==> config.mk <==
export PLATFORM = sky130hd
export DESIGN_NAME = iau_front
export DESIGN_NICKNAME = d
export VERILOG_FILES = /design/src/rtl/iau_pkg.sv /design/src/rtl/iau_front.sv
export SDC_FILE = /design/constraint.sdc
export NUM_CORES = 1
export LEC_CHECK = 0
export BUFFER_PORTS_ARGS = -buffer_cell sky130_fd_sc_hd__buf_2
export CAP_MARGIN = 5
export CORE_AREA = 2 2 305 307
export DETAILED_ROUTE_END_ITERATION = 6
export DIE_AREA = 0 0 307 309
export SLEW_MARGIN = 20
export SYNTH_ARGS = -nofsm -noshare
export SYNTH_HDL_FRONTEND = slang
export SYNTH_SLANG_ARGS = --single-unit
==> constraint.sdc <==
create_clock -name vclk -period 2.6
set_input_delay 0.13 -clock vclk [all_inputs]
set_output_delay 0.13 -clock vclk [all_outputs]
set_load 0.02 [all_outputs]
==> src/rtl/iau_pkg.sv <==
// ----------------------------------------------------------------------------
// Interval arithmetic unit package
// Opcodes, interval and queue word types, constants and helpers.
// ----------------------------------------------------------------------------
package iau_pkg;

    typedef enum logic [3:0] {
        OP_ADD    = 4'd0,
        OP_SUB    = 4'd1,
        OP_MUL    = 4'd2,
        OP_AND    = 4'd3,
        OP_OR     = 4'd4,
        OP_XOR    = 4'd5,
        OP_SHL    = 4'd6,
        OP_LSHR   = 4'd7,
        OP_ASHR   = 4'd8,
        OP_ZEXT   = 4'd9,
        OP_SEXT   = 4'd10,
        OP_TRUNC  = 4'd11,
        OP_SELECT = 4'd12
    } iau_op_t;

    typedef struct packed {
        logic [63:0] lo;
        logic [63:0] hi;
        logic        emp;
    } ival_t;

    // one queue word: decoded operation plus operands and early flags
    typedef struct packed {
        iau_op_t op;
        ival_t   a;
        ival_t   b;
        ival_t   c;
        logic    res_empty;
        logic    a_const;
        logic    b_const;
    } iau_item_t;

    localparam logic [63:0] S64_MAX = 64'h7FFF_FFFF_FFFF_FFFF;
    localparam logic [63:0] S64_MIN = 64'h8000_0000_0000_0000;
    localparam logic [63:0] U32_MAX = 64'h0000_0000_FFFF_FFFF;
    localparam logic [63:0] S32_MIN = 64'hFFFF_FFFF_8000_0000;
    localparam logic [63:0] S32_MAX = 64'h0000_0000_7FFF_FFFF;

    localparam int IAU_QUEUE_DEPTH = 2;

    // all-ones mask up to the highest set bit, saturated to S64_MAX
    function automatic logic [63:0] pow2_bound(input logic [63:0] m);
        logic [63:0] y;
        y = m;
        y = y | (y >> 1);
        y = y | (y >> 2);
        y = y | (y >> 4);
        y = y | (y >> 8);
        y = y | (y >> 16);
        y = y | (y >> 32);
        return y[63] ? S64_MAX : y;
    endfunction

    function automatic logic [63:0] mag(input logic [63:0] x);
        return x[63] ? (64'd0 - x) : x;
    endfunction

endpackage

==> src/rtl/iau_front.sv <==
// ----------------------------------------------------------------------------
// Interval unit front end
// Accepts input words, decodes the opcode and flags empty results early.
// ----------------------------------------------------------------------------
module iau_front (
    input  logic               in_valid,
    output logic               in_ready,
    input  logic [3:0]         action,
    input  logic [63:0]        a_low,
    input  logic [63:0]        a_high,
    input  logic               a_empty,
    input  logic [63:0]        b_low,
    input  logic [63:0]        b_high,
    input  logic               b_empty,
    input  logic [63:0]        c_low,
    input  logic [63:0]        c_high,
    input  logic               c_empty,
    input  logic               q_full,
    output logic               push,
    output iau_pkg::iau_item_t push_item
);
    import iau_pkg::*;

    assign in_ready = !q_full;
    assign push     = in_valid && !q_full;

    always_comb
    begin
        push_item.op      = iau_op_t'(action);
        push_item.a       = '{lo: a_low, hi: a_high, emp: a_empty};
        push_item.b       = '{lo: b_low, hi: b_high, emp: b_empty};
        push_item.c       = '{lo: c_low, hi: c_high, emp: c_empty};
        push_item.a_const = (a_low == a_high);
        push_item.b_const = (b_low == b_high);
        if (action inside {[OP_ADD:OP_ASHR]})
        begin
            push_item.res_empty = a_empty || b_empty;
        end
        else if (action inside {[OP_ZEXT:OP_TRUNC]})
        begin
            push_item.res_empty = a_empty;
        end
        else if (action == OP_SELECT)
        begin
            push_item.res_empty = a_empty || b_empty || c_empty;
        end
        else
        begin
            push_item.res_empty = 1'b0;
        end
    end

endmodule

======== Word-level counts from Yosys, hierarchy flattened ========
Index checks and enable logic that the tools add are counted.
storage, ports and cells
  bits in latches ......................... 0
  memory bits (writable) .................. 0
  output and inout port bits .............. 396
  logic and storage cells ................. 16
  bits in registers ....................... 0
  ROM bits ................................ 0
  memories ................................ 0
cells by class
  magnitude comparators ................... 4
  shift-type cells ........................ 0
  bitwise operators ....................... 0
  multiply operators ...................... 0
  add/sub/neg operators ................... 0
  div/mod/pow operators ................... 0
  equality and inequality tests ........... 3
  reduce and logical (&&, ||, !) cells .... 6
  multiplexer cells ....................... 3
operator list
  kind                                                               number
  equality test 64 bit                                               2
  less-or-equal comparator 4 bit, second input constant              2
  equality test 4 bit, second input constant                         1
  greater-or-equal comparator 4 x 1 -> 1 bit, second input constant  1
  greater-or-equal comparator 4 bit, second input constant           1
  logical AND 1 bit                                                  3
  two-way mux 1 bit                                                  3
  logical OR 1 bit                                                   2
  zero test 1 bit                                                    1

======== Depth between registers and ports, before layout ========
  depth in word-level cells ............... 5
  gate-level depth with buffers ........... 4
  gate-level depth less buffers ........... 4

======== Worst setup path before layout ========
OpenSTA, ideal clock, no wires.
  kind .................................... input port to output port
  start ................................... input b_high[10]
  end ..................................... output push_item[0] (netlist name)
  slack ................................... 1.286 ns
  buffers on the path ..................... 0
  stages .................................. 4
  arrival time ............................ 1.184 ns
  cells stage by stage .................... xor2_1 nor4_1 nand4_1 nor4_2
RTL lines
  element             RTL line         RTL
  start: declaration  iau_front.sv:13  input logic [63:0] b_high,
  end: declaration    iau_front.sv:20  output iau_pkg::iau_item_t push_item

==> impl_metrics.env <==
export IMPL_combPwrFrac_pct=100.0
export IMPL_drv_slew=0
export IMPL_wirelength_mm=28.7
export IMPL_syn_inst=568
export IMPL_critPathKind="in2out"
export IMPL_fin_crit_sh_pct=82.6
export IMPL_numPortBuffers=533
export IMPL_startpoint_type="primary input"
export IMPL_critical_path_arrival_ps=2020
export IMPL_grt_pass1_vias=3412
export IMPL_hold_viol=0
export IMPL_tightest_slew_ps=940
export IMPL_fin_nets=1116
export IMPL_synth_cell_type_count=10
export IMPL_wl_per_cell_um=15.0
export IMPL_drtIter0Drc=247
export IMPL_p_per_area_nw_per_um2=192
export IMPL_rows=111
export IMPL_seq_area_um2=0
export IMPL_syn_nets=961
export IMPL_initial_utilization_pct=4.78
export IMPL_hp_class="in2out"
export IMPL_outcome="finished, final reports clean"
export IMPL_required_ps=2470
export IMPL_antenna_left=0
export IMPL_track_usage_pct=5.27
export IMPL_core_um2=91400
export IMPL_layout_common_cells="buf_2, xor2_1, nor4_1"
export IMPL_pwr_share_clk_pct=0
export IMPL_dieArea_um2=94900
export IMPL_drv_cap=0
export IMPL_slew_headroom_pct=37.1
export IMPL_fp_dieW_um=307
export IMPL_drc=0
export IMPL_die_y_um=309
export IMPL_vias=4079
export IMPL_fin_crit_ps=2150
export IMPL_cp_end_kind="primary output"
export IMPL_final_common_cell="buf_2"
export IMPL_vias_per_cell=2.13
export IMPL_holdPathEnd="push_item[103]"
export IMPL_hpwl_mm=26.7
export IMPL_swShare_pct=64.2
export IMPL_clock_buffer_count=0
export IMPL_power_frac_seq_pct=0
export IMPL_critPathMaxFanout=2
export IMPL_leakage_nw=2.76
export IMPL_antenna_found_initial=9
export IMPL_min_delay_path_depth=0
export IMPL_drive_gt1_share_pct=75.9
export IMPL_p_int_mw=0.390
export IMPL_p_total_mw=1.09
export IMPL_holdCritStartpoint="c_low[35]"
export IMPL_io_pins=789
export IMPL_setup_violations=0
export IMPL_synth_warnings=0
export IMPL_drt_pass1_iterations=4
export IMPL_grt_pass1_wl_mm=32.9
export IMPL_fin_tns_setup_ps=0
export IMPL_grt_max_degree=4
export IMPL_place_area_um2=5670
export IMPL_vdd_ir_drop_max_mv=0.109
export IMPL_p_sw_mw=0.700
export IMPL_synth_area_per_cell_um2=7.69
export IMPL_setup_slack_ps=451
export IMPL_design_area_um2=5690
export IMPL_routabilityCongestion=0.855
export IMPL_post_cts_buffers=0
export IMPL_netlist_area_um2=4370
export IMPL_globalRouteOverflowTotal=0
export IMPL_rsz0062_at_grt="false"
export IMPL_seq_cells=0
export IMPL_finish_utilization_pct=6.23
export IMPL_hold_buffers=0
export IMPL_pre_cts_ws_ps=35.0
export IMPL_area_delta_synth_final_pct=30.3
export IMPL_synth_seq_area_share_pct=0
export IMPL_clock_fmax_mhz=465
-- power by group through the flow --
stage | registers (mW) | clock network [mW] | logic (mW)
final | 0 | 0.000000209 | 1.09
after global routing | 0 | 0.0000000514 | 1.15
after CTS | 0 | 0 | 1.10
after detailed placement | 0 | 0 | 1.09
after global placement | 0 | 0 | 1.09
after floorplan | 0 | 0 | 1.03
-- how the worst max path moves through the flow --
| stage | start | end | slack, ps |
|---|---|---|---|
| final | a_high[46] | push_item[1] | 450 |
| after global routing | b_high[34] | push_item[0] | 230 |
| after CTS | b_low[31] | push_item[0] | 30 |
| after detailed placement | b_low[31] | push_item[0] | 30 |
| after global placement | b_low[31] | push_item[0] | -8 |
| after floorplan | b_high[10] | push_item[0] | 1290 |
-- worst max-delay path, cell delays in order --
cell     delay [ps]
buf_2           120
xor2_1          150
nor4_1          460
buf_4           210
nand4_1         270
nor4_2          430
buf_2           250
-- layout make-up --
| class | count | area [µm²] |
|---|---|---|
| repair buffers | 544 | 2750 |
| fillers | 10800 | 85700 |
| diodes | 4 | 10.0 |
| multi-input cells | 175 | 1440 |
| inverters | 2 | 7.51 |
| well taps | 1186 | 1480 |
-- synthesized netlist by cell type --
master	number	area (µm²)
nor4_2	2	25.0
inv_1	2	7.51
a311oi_1	1	8.76
nor2_1	1	3.75
nor4_1	32	200
buf_4	391	2940
nor2b_1	1	6.26
nand4_1	8	50.1
xor2_1	128	1120
a21oi_1	2	10.0
-- through the flow --
step / cells / hold slack, ps
floorplan: 568 / 337
global placement: 1907 / 260
detailed placement: 1907 / 260
CTS: 1907 / 260
global route: 1908 / 260
finish: 1911 / 260
-- metal layers --
metal | up-vias | global-route usage [%] | part of all wire [%]
met5 | - | 1.77 | 0.31
met4 | 4 | 1.09 | 2.1
met3 | 54 | 4.53 | 20
met2 | 441 | 5.80 | 35
met1 | 1849 | 7.10 | 42
li1 | 1731 | - | -
-- what timing repair did --
item | 4_1_cts | 5_1_grt
resized for setup | 0 | 1
hold endpoints to repair | 0 | 0
setup endpoints to repair | 0 | 1
-- cells by family (layout without fill, tap and decap cells) --
| logic type | count (synthesis) | after routing | synth area share [%] |
|---|---|---|---|
| XOR/XNOR | 128 | 128 | 25.7 |
| buffers and inverters | 393 | 546 | 67.4 |
| AND/OR/NAND/NOR | 44 | 44 | 6.53 |
| AO/OA/AOI/OAI | 3 | 3 | 0.430 |
| other | 0 | 4 | 0 |
Note: power is estimated with default switching activity, not from simulation.
