**src/rtl/iau_pkg.sv**
```systemverilog
// ----------------------------------------------------------------------------
// Interval arithmetic unit package
// Opcodes, interval and queue word types, constants and helpers.
// ----------------------------------------------------------------------------
package iau_pkg;

    typedef enum logic [3:0] {
        OP_ADD    = 4'd0,
        OP_SUB    = 4'd1,
        OP_MUL    = 4'd2,
        OP_AND    = 4'd3,
        OP_OR     = 4'd4,
        OP_XOR    = 4'd5,
        OP_SHL    = 4'd6,
        OP_LSHR   = 4'd7,
        OP_ASHR   = 4'd8,
        OP_ZEXT   = 4'd9,
        OP_SEXT   = 4'd10,
        OP_TRUNC  = 4'd11,
        OP_SELECT = 4'd12
    } iau_op_t;

    typedef struct packed {
        logic [63:0] lo;
        logic [63:0] hi;
        logic        emp;
    } ival_t;

    // one queue word: decoded operation plus operands and early flags
    typedef struct packed {
        iau_op_t op;
        ival_t   a;
        ival_t   b;
        ival_t   c;
        logic    res_empty;
        logic    a_const;
        logic    b_const;
    } iau_item_t;

    localparam logic [63:0] S64_MAX = 64'h7FFF_FFFF_FFFF_FFFF;
    localparam logic [63:0] S64_MIN = 64'h8000_0000_0000_0000;
    localparam logic [63:0] U32_MAX = 64'h0000_0000_FFFF_FFFF;
    localparam logic [63:0] S32_MIN = 64'hFFFF_FFFF_8000_0000;
    localparam logic [63:0] S32_MAX = 64'h0000_0000_7FFF_FFFF;

    localparam int IAU_QUEUE_DEPTH = 2;

    // all-ones mask up to the highest set bit, saturated to S64_MAX
    function automatic logic [63:0] pow2_bound(input logic [63:0] m);
        logic [63:0] y;
        y = m;
        y = y | (y >> 1);
        y = y | (y >> 2);
        y = y | (y >> 4);
        y = y | (y >> 8);
        y = y | (y >> 16);
        y = y | (y >> 32);
        return y[63] ? S64_MAX : y;
    endfunction

    function automatic logic [63:0] mag(input logic [63:0] x);
        return x[63] ? (64'd0 - x) : x;
    endfunction

endpackage

```
**src/rtl/iau_queue.sv**
```systemverilog
// ----------------------------------------------------------------------------
// Interval unit decoupling queue
// Small FIFO between front end and execution back end.
// ----------------------------------------------------------------------------
module iau_queue #(
    parameter int DEPTH = iau_pkg::IAU_QUEUE_DEPTH
) (
    input  logic               clk,
    input  logic               rst_n,
    input  logic               push,
    input  iau_pkg::iau_item_t push_item,
    output logic               full,
    input  logic               pop,
    output logic               head_valid,
    output iau_pkg::iau_item_t head_item
);
    import iau_pkg::*;

    localparam int PTR_W = (DEPTH > 1) ? $clog2(DEPTH) : 1;
    localparam int CNT_W = $clog2(DEPTH + 1);
    localparam logic [PTR_W-1:0] LAST  = PTR_W'(DEPTH - 1);
    localparam logic [CNT_W-1:0] DEPTH_C = CNT_W'(DEPTH);

    iau_item_t        mem_reg [DEPTH];
    logic [PTR_W-1:0] wr_ptr_reg, wr_ptr_next;
    logic [PTR_W-1:0] rd_ptr_reg, rd_ptr_next;
    logic [CNT_W-1:0] count_reg, count_next;

    assign full       = (count_reg == DEPTH_C);
    assign head_valid = (count_reg != '0);
    assign head_item  = mem_reg[rd_ptr_reg];

    always_comb
    begin
        wr_ptr_next = wr_ptr_reg;
        rd_ptr_next = rd_ptr_reg;
        count_next  = count_reg;
        if (push)
        begin
            wr_ptr_next = (wr_ptr_reg == LAST) ? '0 : wr_ptr_reg + 1'b1;
        end
        if (pop)
        begin
            rd_ptr_next = (rd_ptr_reg == LAST) ? '0 : rd_ptr_reg + 1'b1;
        end
        if (push && !pop)
        begin
            count_next = count_reg + 1'b1;
        end
        else if (pop && !push)
        begin
            count_next = count_reg - 1'b1;
        end
    end

    always_ff @(posedge clk or negedge rst_n)
    begin
        if (!rst_n)
        begin
            wr_ptr_reg <= '0;
            rd_ptr_reg <= '0;
            count_reg  <= '0;
        end
        else
        begin
            wr_ptr_reg <= wr_ptr_next;
            rd_ptr_reg <= rd_ptr_next;
            count_reg  <= count_next;
        end
    end

    always_ff @(posedge clk)
    begin
        if (push)
        begin
            mem_reg[wr_ptr_reg] <= push_item;
        end
    end

endmodule

```
**config.mk**
```make
export PLATFORM = sky130hd
export DESIGN_NAME = iau_queue
export DESIGN_NICKNAME = d
export VERILOG_FILES = /design/src/rtl/iau_pkg.sv /design/src/rtl/iau_queue.sv
export SDC_FILE = /design/constraint.sdc
export NUM_CORES = 1
export LEC_CHECK = 0
export BUFFER_PORTS_ARGS = -buffer_cell sky130_fd_sc_hd__buf_2
export CAP_MARGIN = 30
export CORE_AREA = 2 2 305 307
export DETAILED_ROUTE_END_ITERATION = 16
export DIE_AREA = 0 0 307 309
export PLACE_DENSITY = 0.54
export SLEW_MARGIN = 20
export SYNTH_ARGS = -nofsm -noshare
export SYNTH_HDL_FRONTEND = slang
export SYNTH_SLANG_ARGS = --single-unit
```
**constraint.sdc**
```tcl
create_clock -name clk -period 18.65 [get_ports clk]
set_input_delay 2.7975 -clock clk [delete_from_list [all_inputs] [get_ports clk]]
set_output_delay 2.7975 -clock clk [all_outputs]
set_load 0.02 [all_outputs]
```
Word-level counts from Yosys, hierarchy flattened:

Memory sizes are Yosys's and may differ from the RTL's.
Index checks and enable logic that the tools add are counted.

* memory bits (read-only): 0
* memories: 1
* bits in latches: 0
* bits in registers: 4
* memory bits (writable): 788
* bits of input ports: 398

Memories
* mem_reg: words 2, width 394, read ports 1, clocked after Yosys merged registers in 0, write ports 1, line iau_queue.sv:24 `iau_item_t mem_reg [DEPTH];`

* bitwise logic cells: 0
* eq/ne operators: 1
* magnitude comparators: 0
* divide/modulo/power cells: 0
* shift operators: 0
* reduce and logical (&&, ||, !) cells: 6
* muxes and demuxes: 6
* $add $sub $neg: 4
* multipliers: 0

Operators by type and width (count)
* 1-bit 2-to-1 mux: 4
* 2-bit 2-to-1 mux: 2
* 2-bit nonzero test: 2
* 1-bit adder (second input constant): 2
* 2-bit by 1-bit adder with 2-bit output (second input constant): 1
* 2-bit equality test (second input constant): 1
* 1-bit logical AND: 2
* 1-bit zero test: 2
* 2-bit by 1-bit subtractor with 2-bit output (second input constant): 1

Logic depth before layout (Yosys ltp):

Gate-level depths: netlist (run 1).

* depth in word-level cells: 4
* gate-level depth with buffers: 5
* mapped depth without buffers: 5

Worst setup path before layout (run 1):

No wires, ideal clock.

* path kind: input -> register
* from: in push
* to: mem mem_reg[0][0] (netlist name), enable pin
* slack: -2264 ps
* stages on the path: 1
* data arrival time: 19708 ps
* buffers on the path: 0
* path through: nor2b_1

* longest elaborated chain between the ends: 2

Ends and longest elaborated chain
* start, declared: line iau_queue.sv:10 `input logic push,`
* 1-bit 2-to-1 mux: line iau_queue.sv:74 `if (push)`
* 1-bit 2-to-1 mux (implied by the code): line iau_queue.sv:76 `mem_reg[wr_ptr_reg] <= push_item;`
* end, declared: line iau_queue.sv:24

Every way passes these cells.

==> flow_summary.json, run 1 <==
{
  "status": "complete, no violations",
  "holdCritPathClass": "flop to flop",
  "drt_iter0_markers": 898,
  "overflow": 0,
  "clk_root_buffer_cell": "clkbuf_16",
  "drive_gt1_share_pct": 61.4,
  "wl_per_cell_um": 20.5,
  "synth_cell_types": 13,
  "insertion_delay_ns": 0.65,
  "yosys_warnings": 0,
  "drc": 0,
  "antenna_left": 0,
  "track_usage_pct": 13.8,
  "grt_pass1_vias": 15800,
  "hold_viol_final": 0,
  "required_ns": 15.85,
  "nFillCells": 8391,
  "critPathArrivalTime_ns": 4.42,
  "gp_congestion": 0.820,
  "finalSetupTns_ns": 0,
  "start_kind": "flop",
  "core_area_um2": 91400,
  "fmaxAchievable_mhz": 139,
  "finalCritPeriodShare_pct": 38.7,
  "r2r_cells": 6,
  "cts_tree": "built",
  "synthToLayoutAreaGrowth_pct": 28.3,
  "path_clk_slew_ns": 0.05,
  "post-route-min-period_ns": 7.22,
  "grt_max_degree": 176,
  "stdcell_count": 3366,
  "endpoint_kind": "primary output",
  "num_rows": 111,
  "syn_inst": 1242,
  "critPathMaxFanout": 71,
  "syn-num-nets": 1641,
  "drv_slew": 0,
  "ys_seq_elements": 792,
  "finalNetCount": 2500,
  "cts_num_sinks": 792,
  "post_cts_buffers": 0,
  "firstDrtPassIters": 4,
  "pin_count": 794,
  "crit_type": "flop to primary output",
  "htreeDepth": 3,
  "powerDensity_nw_per_um2": 163,
  "rsz0062_at_grt": "no",
  "maxCapViolCount": 0,
  "syn-cell-area_um2": 28800,
  "hold_path_depth": 1,
  "largest_register_ffs": 788,
  "cts_buffers": 87,
  "tightest_slew_ns": 1.14,
  "hold_buffers": 0,
  "setup-violations-final": 0,
  "fin_skew_ns": 0.0280,
  "leakage_nw": 13.7,
  "dp_cells": 3194,
  "die_y_um": 309,
  "maxSlewHeadroom_pct": 23.8,
  "vdd_drop_max_v": 0.000115,
  "seq_area_frac_synth_pct": 82.6,
  "dr_total_vias": 14900,
  "antenna_found_initial": 24,
  "via_per_inst": 4.42,
  "postCtsResizedCells": 0,
  "grt_first_pass_wirelength_um": 98500,
  "clockBufferDepth": 3,
  "postSynthAreaPerCell_um2": 23.2,
  "dieArea_um2": 94900,
  "drt-total-wl_um": 69000,
  "start_util_pct": 31.5,
  "die_w_um": 307,
  "place_hpwl_um": 47800,
  "port_buffers": 793
}
==> stage by stage <==
stage	setup WS, ns	hold slack (ns)	util [%]	power [mW]	instance area [µm²]
6_report	11.43	0.489	40.4	6.00	36900
5_1_grt	11.14	0.512	40.4	6.26	36900
4_1_cts	10.75	0.491	40.2	6.08	36800
3_5_place_dp	11.46	0.480	37.1	4.36	33900
3_3_place_gp	11.63	0.470	37.1	4.33	33900
2_1_floorplan	5.16	0.447	-	3.90	28800
==> layout make-up <==
type	count	area, µm²	share of cell area, %
sequential	792	23800	64.4
tap	1186	1480	4.02
clock buffer	115	2280	6.19
timing repair buffer	814	4270	11.6
inverter	1	3.75	0.0102
multi-input combinational	405	4530	12.3
antenna	9	22.5	0.0611
clock inverter	44	528	1.43
==> cells in the mapped netlist <==
cell	number	area share, %
edfxtp_1	788	82
or2_2	1	0.022
buf_2	4	0.070
xnor2_1	1	0.030
xor2_1	4	0.12
nor2b_1	2	0.043
buf_6	40	1.6
dfrtp_1	4	0.35
inv_1	1	0.013
mux2_2	394	15
and2_1	1	0.022
ha_1	1	0.043
nor2_1	1	0.013
==> critical path, cell delays in order (launching register included) <==
cell,delay (ns)
dfrtp_4,0.63
buf_4,0.79
buf_4,0.81
buf_4,0.77
mux2_2,0.42
buf_2,0.16
==> final timing paths <==
path | slack (ns) | startpoint | end
worst max-delay path | 11.43 | rd_ptr_reg$_DFFE_PN0P_ | head_item[309]
worst min-delay path | 0.49 | count_reg[1]$_DFFE_PN0P_ | count_reg[1]$_DFFE_PN0P_
worst max register to register | 14.87 | wr_ptr_reg$_DFFE_PN0P_ | mem_reg[1][211]$_DFFE_PP_
worst min register to register | 0.49 | count_reg[1]$_DFFE_PN0P_ | count_reg[1]$_DFFE_PN0P_
max in group asynchronous | 16.55 | rst_n | rd_ptr_reg$_DFFE_PN0P_
min in group asynchronous | 1.96 | rst_n | count_reg[0]$_DFFE_PN0P_
==> per-layer routing <==
layer	global-route usage (%)	vias up	part of all wire, %
met3	5.78	122	9.1
li1	-	6739	-
met1	15.1	7416	37
met2	24.4	591	52
met5	0	-	0.21
met4	4.06	26	2.1
==> report_power, final <==
group / internal (mW) / switching, mW
clock network: 1.01 / 0.686
logic: 0.699 / 1.16
registers: 2.36 / 0.0819
==> placed cells by master, fill, tap and decap left out <==
master,n
clkbuf_16,87
inv_8,1
clkinv_2,11
nor2b_1,1
inv_16,1
and2_4,1
buf_12,2
clkinv_1,11
clkbuf_1,28
buf_2,793
xnor2_1,1
inv_6,6
dfrtp_1,3
edfxtp_1,788
diode_2,9
ha_1,1
bufinv_16,10
inv_1,1
xor2_1,4
buf_4,13
nor2_1,1
or2_2,1
clkinvlp_4,2
buf_16,6
dfrtp_4,1
mux2_2,394
nor2b_4,1
clkinv_8,2
==> logic make-up after synthesis <==
group	share of synthesized area, %
flip-flops	82.6
adder cells (fa/ha/maj)	0.0435
buffers and inverters	1.65
XOR/XNOR	0.152
AND/OR/NAND/NOR	0.100
multiplexers	15.4
Note: power is estimated with default switching activity, not from simulation.
==> run 2: changes to the inputs <==
Clock period 18.65 ns to 6.2 ns, I/O delays scaled along.
==> flow_summary.json, run 2 (synthesized netlist as in run 1, its figures left out) <==
{
  "insertion_delay_ns": 0.65,
  "place_hpwl_um": 49500,
  "grt_first_pass_wirelength_um": 98100,
  "post_cts_buffers": 0,
  "antenna_left": 0,
  "r2r-end": "mem_reg[0][120]$_DFFE_PP_",
  "grt_pass1_vias": 15900,
  "status": "complete, no violations",
  "die_w_um": 307,
  "core_area_um2": 91400,
  "mostFrequentLayoutCells": "buf_2 (793), edfxtp_1 (788), mux2_2 (394)",
  "drive_gt1_share_pct": 61.1,
  "firstDrtPassIters": 4,
  "setup-violations-final": 0,
  "track_usage_pct": 14.0,
  "reg2reg_slack_ns": 3.77,
  "endpoint_kind": "primary output",
  "antenna_found_initial": 36,
  "die_y_um": 309,
  "drt-total-wl_um": 69900,
  "via_per_inst": 4.40,
  "hold_buffers": 0,
  "fmaxAchievable_mhz": 265,
  "cts_tree": "built",
  "synthToLayoutAreaGrowth_pct": 27.6,
  "cts_buffers": 85,
  "overflow": 0,
  "powerDensity_nw_per_um2": 482,
  "r2r_cells": 3,
  "start_kind": "flop",
  "cts_num_sinks": 792,
  "holdCritPathClass": "primary input to asynchronous set/reset pin",
  "fin_skew_ns": 0.0233,
  "gp_congestion": 0.825,
  "largest_register_ffs": 788,
  "start_util_pct": 31.5,
  "drc": 0,
  "clk_root_buffer_cell": "clkbuf_16",
  "dr_total_vias": 14900,
  "dieArea_um2": 94900,
  "port_buffers": 793,
  "wl_per_cell_um": 20.7,
  "tightest_slew_ns": 1.13,
  "maxSlewHeadroom_pct": 24.4,
  "fin_util_pct": 40.2,
  "maxCapViolCount": 0,
  "post-route-min-period_ns": 3.77,
  "final_common_cell": "buf_2",
  "hold_viol_final": 0,
  "drt_iter0_markers": 915,
  "drv_slew": 0,
  "vdd_drop_max_v": 0.000284,
  "grt_max_degree": 152,
  "finalNetCount": 2495,
  "regArea_um2": 23800,
  "finalCritPeriodShare_pct": 60.9,
  "path_clk_slew_ns": 0.06,
  "nFillCells": 8379,
  "pin_count": 794,
  "crit_type": "flop to primary output",
  "critPathMaxFanout": 105,
  "rsz0062_at_grt": "no",
  "htreeDepth": 3,
  "multi_input_area_um2": 4530,
  "finalSetupTns_ns": 0,
  "num_rows": 111,
  "postCtsResizedCells": 0,
  "critPathArrivalTime_ns": 2.84,
  "rr_startpoint": "wr_ptr_reg$_DFFE_PN0P_",
  "required_ns": 5.27,
  "leakage_nw": 13.6,
  "clockBufferDepth": 3
}
-- run 2: worst max-delay path by stage --
stage / from / to / slack, ns / depth (start not counted)
2_1_floorplan: push / mem_reg[0][0]$_DFFE_PP_ / -1.05 / 1
6_report: rd_ptr_reg$_DFFE_PN0P_ / head_item[294] / 2.43 / 4
3_5_place_dp: rd_ptr_reg$_DFFE_PN0P_ / head_item[294] / 3.05 / 4
4_1_cts: rd_ptr_reg$_DFFE_PN0P_ / head_item[116] / 2.33 / 4
3_3_place_gp: rd_ptr_reg$_DFFE_PN0P_ / head_item[248] / 2.96 / 3
5_1_grt: rd_ptr_reg$_DFFE_PN0P_ / head_item[303] / 2.26 / 4
-- run 2: layout make-up --
type | count | share of cell area [%]
clock buffer | 104 | 6.16
multi-input combinational | 405 | 12.3
sequential | 792 | 64.7
clock inverter | 51 | 1.02
timing repair buffer | 811 | 11.5
inverter | 1 | 0.0102
antenna | 24 | 0.164
tap | 1186 | 4.04
-- run 2: per-stage QoR --
stage	power [mW]	cells	cell area, µm²	hold slack (ns)	setup WS [ns]
after floorplan	11.5	1242	28800	0.447	-1.05
after detailed placement	13.2	3195	34000	0.475	3.05
after global routing	18.5	3366	36700	0.0470	2.26
final	17.7	3374	36700	0.102	2.43
after global placement	13.1	3194	34000	0.469	2.96
after CTS	18.0	3350	36600	0.0377	2.33
-- run 2: report_power, final --
group          switching (mW)  leakage, nW  internal, mW
combinational            3.45         4.85          2.09
sequential              0.292         7.44          7.11
clock                    2.00         1.28          2.76
total                    5.75         13.6          12.0
-- run 2: layer usage --
layer / routed length [µm] / track usage [%] / share of wire (%)
met3: 7010 / 6.46 / 10
met5: 184 / 0 / 0.26
met4: 2450 / 6.22 / 3.5
met2: 36400 / 25.3 / 52
met1: 23800 / 13.6 / 34
-- run 2: critical path, stage by stage (launching register included) --
cell and delay (ns):
dfrtp_4 0.75, buf_16 0.30, buf_12 0.42, mux2_2 0.42, buf_2 0.16
